## src/hw/rtl/srcd_pkg.sv

```systemverilog
// package: item types, marker codes and result kinds of the sector read command deframer
package srcd_pkg;

  localparam int DEFAULT_CAPTURE_DEPTH = 15;

  localparam logic [7:0] MARK_START = 8'hDE;
  localparam logic [7:0] MARK_OPEN  = 8'hAD;
  localparam logic [7:0] MARK_CLOSE = 8'hBE;
  localparam logic [7:0] CMD_READ   = 8'h72;

  typedef enum logic [1:0] {
    KIND_READ     = 2'd0,
    KIND_UNKNOWN  = 2'd1,
    KIND_OVERFLOW = 2'd2
  } result_kind_t;

  typedef struct packed {
    logic [7:0] rx_byte;
    logic       chunk_start;
  } rx_item_t;

  typedef struct packed {
    logic [1:0]  result_kind;
    logic [7:0]  command_code;
    logic [31:0] sector_number;
    logic [31:0] sector_total;
  } res_item_t;

  // what the frame core says about the item it is looking at
  typedef struct packed {
    logic      emit;
    res_item_t item;
  } core_res_t;

endpackage

```

## src/hw/rtl/srcd_frame_core.sv

```systemverilog
// frame core: marker decode, capture position, capture store and result build
module srcd_frame_core #(
  parameter int CAPTURE_DEPTH = srcd_pkg::DEFAULT_CAPTURE_DEPTH
) (
  input  logic                clk,
  input  logic                rst,
  input  logic                fire,
  input  srcd_pkg::rx_item_t  item,
  output srcd_pkg::core_res_t res
);
  import srcd_pkg::*;

  localparam int PosW = $clog2(CAPTURE_DEPTH);

  logic            start_armed, start_armed_next;
  logic            in_frame, in_frame_next;
  logic [PosW-1:0] capture_pos, capture_pos_next;
  logic [PosW-1:0] pos_base;
  logic            store_we;
  logic [7:0]      capture_store [CAPTURE_DEPTH];

  assign pos_base = item.chunk_start ? '0 : capture_pos;

  always_comb begin
    start_armed_next = start_armed;
    in_frame_next    = in_frame;
    capture_pos_next = pos_base;
    store_we         = 1'b0;
    res              = '0;
    if (item.rx_byte == MARK_START) begin
      start_armed_next = 1'b1;
    end else if (item.rx_byte == MARK_OPEN && start_armed) begin
      in_frame_next = 1'b1;
    end else if (item.rx_byte == MARK_CLOSE && in_frame) begin
      res.emit = 1'b1;
      res.item.result_kind   = (capture_store[0] == CMD_READ) ? KIND_READ : KIND_UNKNOWN;
      res.item.command_code  = capture_store[0];
      res.item.sector_number = {capture_store[5], capture_store[6],
                                capture_store[7], capture_store[8]};
      res.item.sector_total  = {capture_store[9], capture_store[10],
                                capture_store[11], capture_store[12]};
      start_armed_next = 1'b0;
      in_frame_next    = 1'b0;
      capture_pos_next = '0;
    end else if (in_frame) begin
      store_we = 1'b1;
      if (pos_base == PosW'(CAPTURE_DEPTH - 1)) begin
        // store full: report overflow, frame stays open
        res.emit = 1'b1;
        res.item.result_kind = KIND_OVERFLOW;
        capture_pos_next = '0;
      end else begin
        capture_pos_next = pos_base + PosW'(1);
      end
    end
  end

  always_ff @(posedge clk) begin
    if (rst) begin
      start_armed <= 1'b0;
      in_frame    <= 1'b0;
      capture_pos <= '0;
      for (int i = 0; i < CAPTURE_DEPTH; i++) begin
        capture_store[i] <= '0;
      end
    end else if (fire) begin
      start_armed <= start_armed_next;
      in_frame    <= in_frame_next;
      capture_pos <= capture_pos_next;
      if (store_we) begin
        capture_store[pos_base] <= item.rx_byte;
      end
    end
  end

endmodule

```

## src/hw/rtl/sector_read_command_deframer_unit.sv

```systemverilog
// top level: input register, frame core and result register of the command deframer
//
//  channel | signals                         | direction | payload
//  rx      | rx_valid rx_ready rx_item       | in        | rx_item_t  (rx_byte, chunk_start)
//  res     | res_valid res_ready res_item    | out       | res_item_t (kind, code, sector, total)
//
// one item per cycle unless a result stalls; a result goes via input and result registers
// the frame core decodes the item held in the input register combinationally
// an item that makes a result waits in the input register while a result is held unread
// items that make no result pass on regardless of res_ready
// reset (rst, synchronous) clears flags, capture position and the whole capture store
module sector_read_command_deframer_unit #(
  parameter int CAPTURE_DEPTH = srcd_pkg::DEFAULT_CAPTURE_DEPTH
) (
  input  logic                clk,
  input  logic                rst,
  input  logic                rx_valid,
  output logic                rx_ready,
  input  srcd_pkg::rx_item_t  rx_item,
  output logic                res_valid,
  input  logic                res_ready,
  output srcd_pkg::res_item_t res_item
);
  import srcd_pkg::*;

  logic      hold_valid;
  rx_item_t  hold_item;
  core_res_t core_res;
  logic      hold_fire;

  srcd_frame_core #(
    .CAPTURE_DEPTH(CAPTURE_DEPTH)
  ) u_core (
    .clk  (clk),
    .rst  (rst),
    .fire (hold_fire),
    .item (hold_item),
    .res  (core_res)
  );

  assign hold_fire = hold_valid && (!res_valid || res_ready || !core_res.emit);
  assign rx_ready  = !hold_valid || hold_fire;

  always_ff @(posedge clk) begin
    if (rst) begin
      hold_valid <= 1'b0;
    end else if (rx_ready) begin
      hold_valid <= rx_valid;
    end
  end

  always_ff @(posedge clk) begin
    if (rx_valid && rx_ready) begin
      hold_item <= rx_item;
    end
  end

  always_ff @(posedge clk) begin
    if (rst) begin
      res_valid <= 1'b0;
    end else if (hold_fire && core_res.emit) begin
      res_valid <= 1'b1;
    end else if (res_ready) begin
      res_valid <= 1'b0;
    end
  end

  always_ff @(posedge clk) begin
    if (hold_fire && core_res.emit) begin
      res_item <= core_res.item;
    end
  end

endmodule

```

## config.mk

```make
export PLATFORM = sky130hd
export DESIGN_NAME = sector_read_command_deframer_unit
export DESIGN_NICKNAME = d
export VERILOG_FILES = /design/src/hw/rtl/srcd_pkg.sv /design/src/hw/rtl/srcd_frame_core.sv /design/src/hw/rtl/sector_read_command_deframer_unit.sv
export SDC_FILE = /design/constraint.sdc
export NUM_CORES = 1
export LEC_CHECK = 0
export ABC_CLOCK_PERIOD_IN_PS = 4700
export BUFFER_PORTS_ARGS = -buffer_cell sky130_fd_sc_hd__buf_2
export CORE_UTILIZATION = 51
export CTS_CLUSTER_DIAMETER = 40
export DETAILED_ROUTE_END_ITERATION = 12
export GPL_TIMING_DRIVEN = 0
export PLACE_DENSITY = 0.72
export SLEW_MARGIN = 0
export SYNTH_ARGS = -nofsm -noshare
export SYNTH_HDL_FRONTEND = slang
export SYNTH_HIERARCHICAL = 1
export SYNTH_SLANG_ARGS = --single-unit
```

## constraint.sdc

```tcl
create_clock -name clk -period 4.7 [get_ports clk]
set_input_delay 0.705 -clock clk [delete_from_list [all_inputs] [get_ports clk]]
set_output_delay 0.705 -clock clk [all_outputs]
set_load 0.005 [all_outputs]
```

==> impl_results.md <==
- R2R Setup Slk: 490 ps
- Fin crit period: 4210 ps
- Slowest-stage cell, CP: o21ai_0
- #FFs+latches synth: 163
- Max_slew headroom: 0.195
- Synth area leaders: edfxtp_1 (74%), and2_1 (8.0%), nor2_1 (3.6%)
- Sequential element share of the synthesized area: 0.761
- Post-place instance area: 7030 um^2
- DR vias/cell: 5.06
- Worst-path cell chain: nand4bb_1, or3_4, nand2_1, o31ai_1, a21boi_1, clkbuf_1, nand2b_1, a31oi_1, and3_1, buf_6, nand2_1, o21ai_0
- Endpoint, Worst Hold: hold_item[6]
- Final ANT Viol Nets: 0
- CP most frequent cell: nand2_1
- Antenna violations before repair: 0
- CTS tree: yes
- Worst Skew: 5.88 ps
- Met3 routed WL: 612 um
- Switching Power: 0.570 mW
- Top_reg_cell synth: edfxtp_1
- Inserted Clock Buffers: 17
- Syn nets: 458
- Worst path max stage delay: 1000 ps
- Crit path launch type: register
- Vias in the first global route: 3421
- Final setup vio count: 0
- Pins Over Slew Limit: 0
- Ys async rst share: 0
- Tightest Pin Transition: 1200 ps
- Crit path capture type: register
- Total core area: 12100 um^2
- Crit Path Max Fanout: 10
- R2R Path End: u_core/capture_store[10][2]
- Maximum root-to-sink buffer count: 2
- RSZ-0062 raised after global routing: no
- GPL Wtd Cong: 0.889
- Top routing layer in use: met4
- Final core occ: 0.628
- Highest Clock Rate: 238 MHz
- Most frequent cells after synthesis: edfxtp_1 (155), and2_1 (81), nor2_1 (61), nand2_1 (24), nor3_1 (18)
- CTS Hold Bufs: 0
- Peak supply drop: 0.000210 V
- Status: finished, final reports clean
- First-pass GRT wire length: 18.2 mm
- Worst-skew pair later-pin latency: 420 ps
- Share of cells above drive strength 1: 0.224
- Final instance area: 7580 um^2
- H-tree depth: 4
- FF-to-FF path depth: 12
- Max-cap check violation count: 0
- Sink Count: 163
- Pwr Density: 392 nW/um^2
- Critical Path AT: 4240 ps
- Hold Crit Depth: 1
- GRT Total Usage: 0.196
- Period utilization: 0.895
- Wirelength, routed: 11.9 mm
- Number of synthesized flops with an enable pin: 155
- Post-DP HPWL: 8.12 mm
- Logic pwr share: 0.017
- Setup bufs post-CTS: 0
- Average size of a mapped cell: 14.2 um^2
- LEAKAGE: 2.45 nW
- Die area: 12800 um^2
- Biggest area consumer among synthesized cells: edfxtp_1
- Sw Share: 0.192
- Average wire per cell in the routed design: 16.2 um
- Largest delay share family, worst path: compound AO/OA/AOI/OAI gates
- Largest net degree at the start of global routing: 41
- Number of gates resized after CTS: 0
- Critical path class: register to register
- Hold Crit Start: rx_item[6]
- Met2 wire len: 5.75 mm
- WP data required: 4730 ps
- Clk pin slew, worst setup/hold paths: 60 ps
- Netlist cell types: 42
- Synth top area share: 0.736
- P_int: 2.40 mW
- Port buffer count: 88
- Antenna diode count: 0
- Reg power frac: 0.551
- Critical path buffers and inverters: 2
- Initial DRC Count: 307
- R2r startpoint: hold_item[5]
- Row count: 40
- Vias: 3720
- Die extent in x: 113 um
- Drt drc: 0
- I/O Pins: 89
- Mapped Cells: 445
- Area grow syn2layout: 19.8%
- Starting Density: 0.524
- Clock share of power: 0.432
- Synth warnings: 6
- Nets: 567
- Most instantiated library cell after synthesis: edfxtp_1
- Mapped cell area: 6320 um^2
- Final number of hold-violating endpoints: 0
- Die Y: 113 um
- 1st-pass router iterations: 5
- Worst Hold Class: primary input to register
- Root Buffer Master: clkbuf_16
- Metal-1 WL: 5.35 mm
- Global route total overflow: 0
## through the flow
stage | TNS, ps | setup WS, ps | cells | hold slack (ps) | power (mW)
final | 0 | 492 | 735 | 459 | 2.97
after detailed placement | 0 | 542 | 703 | 489 | 1.71
after global routing | 0 | 180 | 735 | 442 | 3.05
after floorplan | 0 | 837 | 445 | 466 | 1.69
after CTS | 0 | 499 | 735 | 445 | 2.99
after global placement | -7890 | -115 | 701 | 483 | 1.71
## per-layer routing
layer,track usage,up-vias
li1,-,1799
met2,0.296,134
met5,0,-
met3,0.0471,15
met1,0.270,1772
met4,0.0965,0
## sequential cells by signal, indices dropped and copies added (netlist names)
name                  count
hold_item                 9
u_core/capture_store     72
res_valid                 1
u_core/in_frame           1
res_item                 74
u_core/capture_pos        4
u_core/start_armed        1
hold_valid                1
## power groups by stage
stage          clock network (mW)  logic [mW]  registers (mW)
2_1_floorplan                   0      0.0311            1.65
3_3_place_gp                    0      0.0481            1.66
3_5_place_dp                    0      0.0486            1.67
4_1_cts                      1.31      0.0489            1.64
5_1_grt                      1.36      0.0539            1.64
6_report                     1.28      0.0494            1.63
## worst max-delay path by stage
stage,start,endpoint,slack (ps),depth (start not counted)
3_3_place_gp,hold_item[5],res_item[25],-110,6
2_1_floorplan,hold_item[5],res_item[0],840,6
5_1_grt,hold_item[5],u_core/capture_store[10][2],180,12
6_report,hold_item[5],u_core/capture_store[10][2],490,12
4_1_cts,hold_item[2],u_core/capture_store[10][2],500,12
3_5_place_dp,hold_item[2],u_core/capture_store[10][1],540,12
## cells by family (layout without fill, tap and decap cells)
logic type / Yosys count / in the layout / share of synthesized area
compound gates: 35 / 35 / 0.0330
buf+inv: 30 / 152 / 0.0206
flops: 163 / 163 / 0.761
simple gates: 217 / 217 / 0.185
## cell type report
type | instances | area [um^2]
well taps | 168 | 210
clock inverters | 13 | 116
clock buffers | 19 | 433
plain buffers | 19 | 88.8
repair buffers | 90 | 488
fillers | 907 | 4480
inverters | 11 | 41.3
flip-flops and latches | 163 | 4810
multi-input cells | 252 | 1390
## cell usage in the layout, fill, tap and decap left out, types with 2 or more instances in the layout
master	n
nor2b_1	5
clkinv_2	4
inv_1	10
clkinv_1	6
clkbuf_16	17
nor3b_1	3
nand2b_1	4
nor2_1	60
and2_1	81
a22oi_1	2
o21ai_0	14
bufinv_16	2
nand3_1	4
a21oi_1	7
buf_6	2
clkbuf_1	17
a31oi_1	3
and3_1	3
edfxtp_1	155
buf_2	90
dfxtp_1	8
nand2_1	24
o31ai_1	2
nor3_1	18
Note: power is estimated with default switching activity, not from simulation.
